File: src/hdl/plpi_pkg.sv
// Types and constants for the piecewise-linear profile interpolator.
// No dependencies; imported by piecewise_linear_profile_interp.

package plpi_pkg;

  localparam int unsigned DEPTH_DEF  = 16;
  localparam int unsigned TIME_W     = 32;
  localparam int unsigned TEMP_W     = 21;
  localparam int unsigned CNT_W      = 5;
  localparam int unsigned PADDR_W    = 2;
  localparam int unsigned PDATA_W    = 32;
  localparam logic [CNT_W-1:0] POINT_COUNT_RST = CNT_W'(2);
  localparam logic [TEMP_W-1:0] TEMP_MAX = {TEMP_W{1'b1}};

  // register byte addresses
  localparam logic [PADDR_W-1:0] REG_POINT_COUNT = PADDR_W'(0);

  // item kinds
  localparam logic KIND_WRITE = 1'b0;
  localparam logic KIND_QUERY = 1'b1;

  typedef struct packed {
    logic              kind;
    logic [3:0]        point_index;
    logic [TIME_W-1:0] time_value;
    logic [TEMP_W-1:0] point_temperature;
  } in_item_t;

  typedef struct packed {
    logic [TEMP_W-1:0] temperature;
    logic              below_first;
    logic              above_last;
    logic              saturated;
  } out_item_t;

  typedef struct packed {
    logic [TIME_W-1:0] time_value;
    logic [TEMP_W-1:0] temp_value;
  } point_t;

endpackage

File: src/hdl/piecewise_linear_profile_interp.sv
// A query runs from the accepting edge through reads of the last and first breakpoints, a
// scan over at most n breakpoints, n = point_count clamped to 2..DEPTH, and, for a segment
// of nonzero span, a serial divide, to the out_valid strobe. A new transaction is accepted
// in the strobe cycle at the earliest. Breakpoint writes are taken while idle and keep busy low. One query at a time.
// rst_n is synchronous: clears control state and sets point_count to 2; the table is not
// cleared. Results are strobed for one cycle on out_valid; the receiver cannot stall.

module piecewise_linear_profile_interp #(
  parameter int unsigned DEPTH = plpi_pkg::DEPTH_DEF
) (
  input  logic                           clk,
  input  logic                           rst_n,
  input  logic                           start,
  output logic                           busy,
  input  plpi_pkg::in_item_t             in_data,
  output logic                           out_valid,
  output plpi_pkg::out_item_t            out_data,
  input  logic                           psel,
  input  logic                           penable,
  input  logic                           pwrite,
  input  logic [plpi_pkg::PADDR_W-1:0]   paddr,
  input  logic [plpi_pkg::PDATA_W-1:0]   pwdata,
  output logic [plpi_pkg::PDATA_W-1:0]   prdata,
  output logic                           pready
);
  import plpi_pkg::*;

  localparam int unsigned AW        = (DEPTH > 2) ? $clog2(DEPTH) : 1;
  localparam int unsigned DIV_STEPS = 54;
  localparam int unsigned DCNT_W    = $clog2(DIV_STEPS);

  typedef enum logic [3:0] {
    S_IDLE, S_LAST, S_FIRST, S_SCAN, S_MUL, S_ABS, S_DIV, S_ADD, S_OUT
  } state_t;

  state_t state_r;

  // breakpoint table
  point_t mem [DEPTH];
  point_t rdata_r;
  logic [AW-1:0] raddr;
  logic          wr_en;

  logic [CNT_W-1:0] point_count_r;

  logic [TIME_W-1:0] q_r;
  logic [AW-1:0]     last_idx_r;
  logic [AW-1:0]     idx_r;
  logic [TIME_W-1:0] t0_r, t1_r;
  logic [TEMP_W-1:0] y0_r, y1_r;
  logic              below_r, above_r;

  logic signed [54:0] prod_r;
  logic signed [32:0] span_r;
  logic [53:0]        dvd_r;
  logic [32:0]        dvs_r;
  logic [32:0]        rem_r;
  logic               neg_r;
  logic [DCNT_W-1:0]  dcnt_r;
  logic [55:0]        res_r;

  logic               out_valid_r;
  out_item_t          out_data_r;

  logic [8:0] n_clamp;
  logic [8:0] pc_ext;
  logic signed [21:0] dy;
  logic signed [32:0] dq;
  logic [33:0] rem_sh;
  logic        qbit;
  logic [53:0] prod_mag;
  logic [32:0] span_mag;

  logic accept;
  logic cfg_wr;

  assign accept = start && (state_r == S_IDLE);
  assign busy   = (state_r != S_IDLE);
  assign wr_en  = accept && (in_data.kind == KIND_WRITE) &&
                  (9'(in_data.point_index) < 9'(DEPTH));

  assign pready = 1'b1;
  assign cfg_wr = psel && penable && pwrite && pready && (paddr == REG_POINT_COUNT);
  assign prdata = (paddr == REG_POINT_COUNT) ? PDATA_W'(point_count_r) : '0;

  assign out_valid = out_valid_r;
  assign out_data  = out_data_r;

  // active point count clamped to [2, DEPTH]
  always_comb begin
    pc_ext = 9'(point_count_r);
    if (pc_ext < 9'd2) begin
      n_clamp = 9'd2;
    end else if (pc_ext > 9'(DEPTH)) begin
      n_clamp = 9'(DEPTH);
    end else begin
      n_clamp = pc_ext;
    end
  end

  always_comb begin
    case (state_r)
      S_IDLE:  raddr = AW'(n_clamp - 9'd1);
      S_LAST:  raddr = '0;
      S_FIRST: raddr = '0;
      S_SCAN:  raddr = AW'(idx_r + 1'b1);
      default: raddr = '0;
    endcase
  end

  always_comb begin
    dy       = $signed({1'b0, y1_r}) - $signed({1'b0, y0_r});
    dq       = $signed({1'b0, q_r}) - $signed({1'b0, t0_r});
    prod_mag = prod_r[54] ? 54'(-prod_r) : 54'(prod_r);
    span_mag = span_r[32] ? 33'(-span_r) : 33'(span_r);
    rem_sh   = {rem_r, dvd_r[53]};
    qbit     = (rem_sh >= {1'b0, dvs_r});
  end

  always_ff @(posedge clk) begin
    if (wr_en) begin
      mem[AW'(in_data.point_index)] <= '{time_value: in_data.time_value,
                                         temp_value: in_data.point_temperature};
    end
    rdata_r <= mem[raddr];
  end

  always_ff @(posedge clk) begin
    if (!rst_n) begin
      point_count_r <= POINT_COUNT_RST;
    end else if (cfg_wr) begin
      point_count_r <= pwdata[CNT_W-1:0];
    end
  end

  always_ff @(posedge clk) begin
    if (!rst_n) begin
      state_r     <= S_IDLE;
      out_valid_r <= 1'b0;
    end else begin
      out_valid_r <= 1'b0;
      case (state_r)
        S_IDLE: begin
          if (accept && (in_data.kind == KIND_QUERY)) begin
            q_r        <= in_data.time_value;
            last_idx_r <= AW'(n_clamp - 9'd1);
            state_r    <= S_LAST;
          end
        end
        S_LAST: begin
          // last breakpoint arrives here
          above_r <= (q_r >= rdata_r.time_value);
          state_r <= S_FIRST;
        end
        S_FIRST: begin
          idx_r   <= '0;
          state_r <= S_SCAN;
        end
        S_SCAN: begin
          if (idx_r == '0) begin
            below_r <= (q_r < rdata_r.time_value);
            t0_r    <= rdata_r.time_value;
            y0_r    <= rdata_r.temp_value;
            idx_r   <= idx_r + 1'b1;
          end else if (q_r <= rdata_r.time_value) begin
            t1_r    <= rdata_r.time_value;
            y1_r    <= rdata_r.temp_value;
            state_r <= S_MUL;
          end else if (idx_r == last_idx_r) begin
            // past the last breakpoint: hold last temperature
            res_r   <= 56'(rdata_r.temp_value);
            state_r <= S_OUT;
          end else begin
            t0_r  <= rdata_r.time_value;
            y0_r  <= rdata_r.temp_value;
            idx_r <= idx_r + 1'b1;
          end
        end
        S_MUL: begin
          prod_r  <= dy * dq;
          span_r  <= $signed({1'b0, t1_r}) - $signed({1'b0, t0_r});
          state_r <= S_ABS;
        end
        S_ABS: begin
          if (span_r == '0) begin
            res_r   <= 56'(y0_r);
            state_r <= S_OUT;
          end else begin
            dvd_r   <= prod_mag;
            dvs_r   <= span_mag;
            neg_r   <= prod_r[54] ^ span_r[32];
            rem_r   <= '0;
            dcnt_r  <= '0;
            state_r <= S_DIV;
          end
        end
        S_DIV: begin
          // restoring divide, one quotient bit per cycle
          rem_r  <= qbit ? 33'(rem_sh - {1'b0, dvs_r}) : rem_sh[32:0];
          dvd_r  <= {dvd_r[52:0], qbit};
          dcnt_r <= dcnt_r + 1'b1;
          if (dcnt_r == DCNT_W'(DIV_STEPS - 1)) begin
            state_r <= S_ADD;
          end
        end
        S_ADD: begin
          res_r   <= neg_r ? (56'(y0_r) - 56'(dvd_r)) : (56'(y0_r) + 56'(dvd_r));
          state_r <= S_OUT;
        end
        S_OUT: begin
          out_valid_r            <= 1'b1;
          out_data_r.below_first <= below_r;
          out_data_r.above_last  <= above_r;
          if (res_r[55]) begin
            out_data_r.temperature <= '0;
            out_data_r.saturated   <= 1'b1;
          end else if (res_r[54:0] > 55'(TEMP_MAX)) begin
            out_data_r.temperature <= TEMP_MAX;
            out_data_r.saturated   <= 1'b1;
          end else begin
            out_data_r.temperature <= res_r[TEMP_W-1:0];
            out_data_r.saturated   <= 1'b0;
          end
          state_r <= S_IDLE;
        end
        default: begin
          state_r <= S_IDLE;
        end
      endcase
    end
  end

endmodule

File: config.mk
export PLATFORM = sky130hd
export DESIGN_NAME = piecewise_linear_profile_interp
export DESIGN_NICKNAME = d
export VERILOG_FILES = /design/src/hdl/plpi_pkg.sv /design/src/hdl/piecewise_linear_profile_interp.sv
export SDC_FILE = /design/constraint.sdc
export NUM_CORES = 2
export LEC_CHECK = 0
export BUFFER_PORTS_ARGS = -buffer_cell sky130_fd_sc_hd__buf_2
export CAP_MARGIN = 20
export CORE_ASPECT_RATIO = 1.25
export CORE_MARGIN = 2
export CORE_UTILIZATION = 30
export CTS_CLUSTER_DIAMETER = 100
export CTS_CLUSTER_SIZE = 30
export DETAILED_ROUTE_END_ITERATION = 10
export PLACE_DENSITY = 0.49
export SLEW_MARGIN = 10
export SYNTH_ARGS = -nofsm -noshare
export SYNTH_HDL_FRONTEND = slang
export SYNTH_SLANG_ARGS = --single-unit
File: constraint.sdc
create_clock -name clk -period 11.11 [get_ports clk]
set_input_delay 1.111 -clock clk [delete_from_list [all_inputs] [get_ports clk]]
set_output_delay 1.111 -clock clk [all_outputs]
set_load 0.05 [all_outputs]
==> results.md <==
- Primary FF master, synth: edfxtp_1
- Largest family of logic cells by synthesized area: adder cells
- Seq cells post-synth: between 1000 and 1500
- Crit end category: flip-flop
- Post-synth EDFFs: around 1300
- Most frequent cells in the layout: edfxtp_1, nand2_1, inv_1, fa_1, ha_1
- Final hold violations: 0
- Post-DR vias/cell: just under 5
- Starting Density: 0.302
- Yosys warning count: 0
- RSZ-0062 raised after global routing: no
- Mapped Avg Cell Area: between 10 and 15 µm²
- First-pass GRT wire length: between 300000 and 400000 µm
- Final setup violation count: 0
- CTS H-tree lvls: 2
- Pin count of the biggest net entering global routing: around 190
- Cell mode on critical path: fa_1
- Final period util: 0.946
- Vias: 58100
- Data required time of the worst path: about 12 ns
- Chip Width: ~490 µm
- Synth Area in Simple Gates: 0.121
- Detailed placement HPWL: ~170000 µm
- Final Net Count: ~9000
- Vias in the first global route: 60100
- Drt total wl: 246000 µm
- DRC Markers: 0
- Final instance area: approximately 95000 µm²
- # rows: approximately 220
- Latest clock arrival within the worst-skew pair: 0.82 ns
- Port buffer count: 101
- Mapped Area: ~88000 µm²
- RePlAce Congestion: 0.862
- Final setup margin: around 0.6 ns
- GR Util All Layers: 0.164
- DR iter-0 viols: between 3000 and 4000
- Antenna Nets Post-Route: 0
- First-pass detailed-route iteration total: 6
- Post-synthesis async set-or-reset flop share: 0
- Slowest cell on crit path: or4_1
- Slew Limit Headroom: 0.251
- Synth unique cells: 94
- CTS root buf: clkbuf_16
- TritonCTS clock tree: done
- MaxCap Viol Count: 0
- Complex-gate fraction of the synthesized area: 0.112
- Clock Pin Slew Worst Setup and Hold Paths: about 0.11 ns
- Total grt overflow: 0
- Wire per inst: roughly 21 µm
- Die H: between 600 and 700 µm
- Placed instance area: between 90000 and 100000 µm²
- Final slew viol count: 0
- Crit-path max FO: 13
- Clock Skew: about 0.064 ns
- Pre-CTS setup slack: -0.0615 ns
- I/O pins: 157
- Adder-cell share of the synthesized area: 0.217
- XOR/XNOR Fraction of Synth Area: 0.0290
- Synthesized instance count: about 7900
- Initial antenna violation count: 26
- CTS buffer count: 61
- Post-synthesis sequential area ratio: 0.457
- Period minus WS final: about 11 ns
- FMAX: 95.2 MHz
- Core area: 290000 µm²
- Outcome: completed
- Mux share of post-synthesis cell area: 0.00380
- Commonest non-fill, non-tap cell in the layout: edfxtp_1
- CP Launch Type: flip-flop
- P&R area growth vs syn: 8.99%
- Worst Hold Class: reg -> reg
- Worst EP arrival: ~11 ns
- Max Root-Sink Buffers: 3
- Transition time of the tightest slew-check pin: roughly 1.1 ns
- Layout cells sized above 1: 0.0619
- Die Footprint: a little under 300000 µm²
- Clock sinks: between 1000 and 1500
- Critical setup path kind: reg -> reg
- Slowest stage delay, CP: 0.66 ns
-- routing by layer --
layer	track usage	vias to the layer above	part of all wire
met5	0	-	0.00057
met4	0.0449	22	0.029
met3	0.0203	315	0.040
met2	0.291	1147	0.51
met1	0.209	29600	0.42
li1	-	26900	-
-- synth_stat cells, types with 95 or more instances --
| library cell | n | area, µm² |
|---|---|---|
| o21ai_0 | 221 | 1110 |
| nand3_1 | 95 | 475 |
| ha_1 | 356 | 4450 |
| edfxtp_1 | 1291 | 38800 |
| nor2_1 | 359 | 1350 |
| a311oi_1 | 113 | 990 |
| clkbuf_1 | 367 | 1380 |
| a211oi_1 | 292 | 2190 |
| xnor2_1 | 170 | 1490 |
| and2_1 | 274 | 1710 |
| a21oi_1 | 342 | 1710 |
| nand2_1 | 1109 | 4160 |
| a31oi_1 | 157 | 982 |
| fa_1 | 728 | 14600 |
| inv_1 | 955 | 3580 |
| xor2_1 | 120 | 1050 |
-- layout make-up --
type | instances | area (µm²)
diodes | 8 | 20.0
repair buffers | 272 | 1930
clock inverters | 31 | 544
clock buffers | 82 | 1610
inverters | 956 | 3590
flip-flops and latches | 1354 | 40000
well taps | 3791 | 4740
multi-input cells | 5201 | 43000
fillers | 29200 | 195000
-- stage by stage --
stage	util	cells	hold WS (ns)	TNS (ns)
4_1_cts	0.329	11700	0.386	0
3_5_place_dp	0.321	11600	0.417	-0.0615
2_1_floorplan	-	7928	0.400	0
3_3_place_gp	0.321	11600	0.404	0
5_1_grt	0.329	11700	0.407	0
6_report	0.329	11700	0.390	0
-- cell families (layout without fill, tap and decap cells) --
| family | after synthesis | count (layout) |
|---|---|---|
| AOI/OAI and AO/OA | 1470 | 1470 |
| xor gates and xnor gates | 290 | 290 |
| adders and majority gates | 1084 | 1084 |
| buffers and inverters | 1373 | 1341 |
| DFF | 1354 | 1354 |
| muxes | 33 | 33 |
| other | 2 | 36 |
| and+or+nand+nor | 2296 | 2296 |
-- state kept, by name, indices dropped and copies added, names as in the netlist, 4 cells and up --
| name | flops |
|---|---|
| span_r | 33 |
| point_count_r | 5 |
| q_r | 32 |
| rdata_r | 53 |
| dvd_r | 54 |
| dcnt_r | 6 |
| state_r | 4 |
| prod_r | 55 |
| last_idx_r | 4 |
| res_r | 56 |
| t0_r | 32 |
| y1_r | 21 |
| dvs_r | 33 |
| y0_r | 21 |
| out_data | 24 |
| t1_r | 32 |
| idx_r | 4 |
| rem_r | 33 |
| mem | 848 |
-- repair_timing --
action,in CTS,in global routing
hold buffers,0,0
setup endpoints to repair,2,11
setup buffers,0,1
cloned,0,0
gates resized for setup,1,7
-- critical path, delay by kind of cell, from the launching register on --
kind / cells / cell delay, ns
DFF: 1 / 0.39
adders and majority gates: 10 / 4.34
AOI/OAI and AO/OA: 11 / 2.71
and+or+nand+nor: 8 / 1.82
buffers and inverters: 7 / 0.87
xor gates and xnor gates: 1 / 0.10
-- worst paths after layout --
check	from	endpoint	slack, ns	cells after the start
max reg2reg	q_r[0]	prod_r[53]	0.60	37
max	q_r[0]	prod_r[53]	0.60	37
min	below_r	out_data[2]	0.39	0
min reg2reg	below_r	out_data[2]	0.39	0
Power is left out: the tool's default activity adds up to more than one toggle a clock period on the data nets, which glitch-free logic cannot reach.
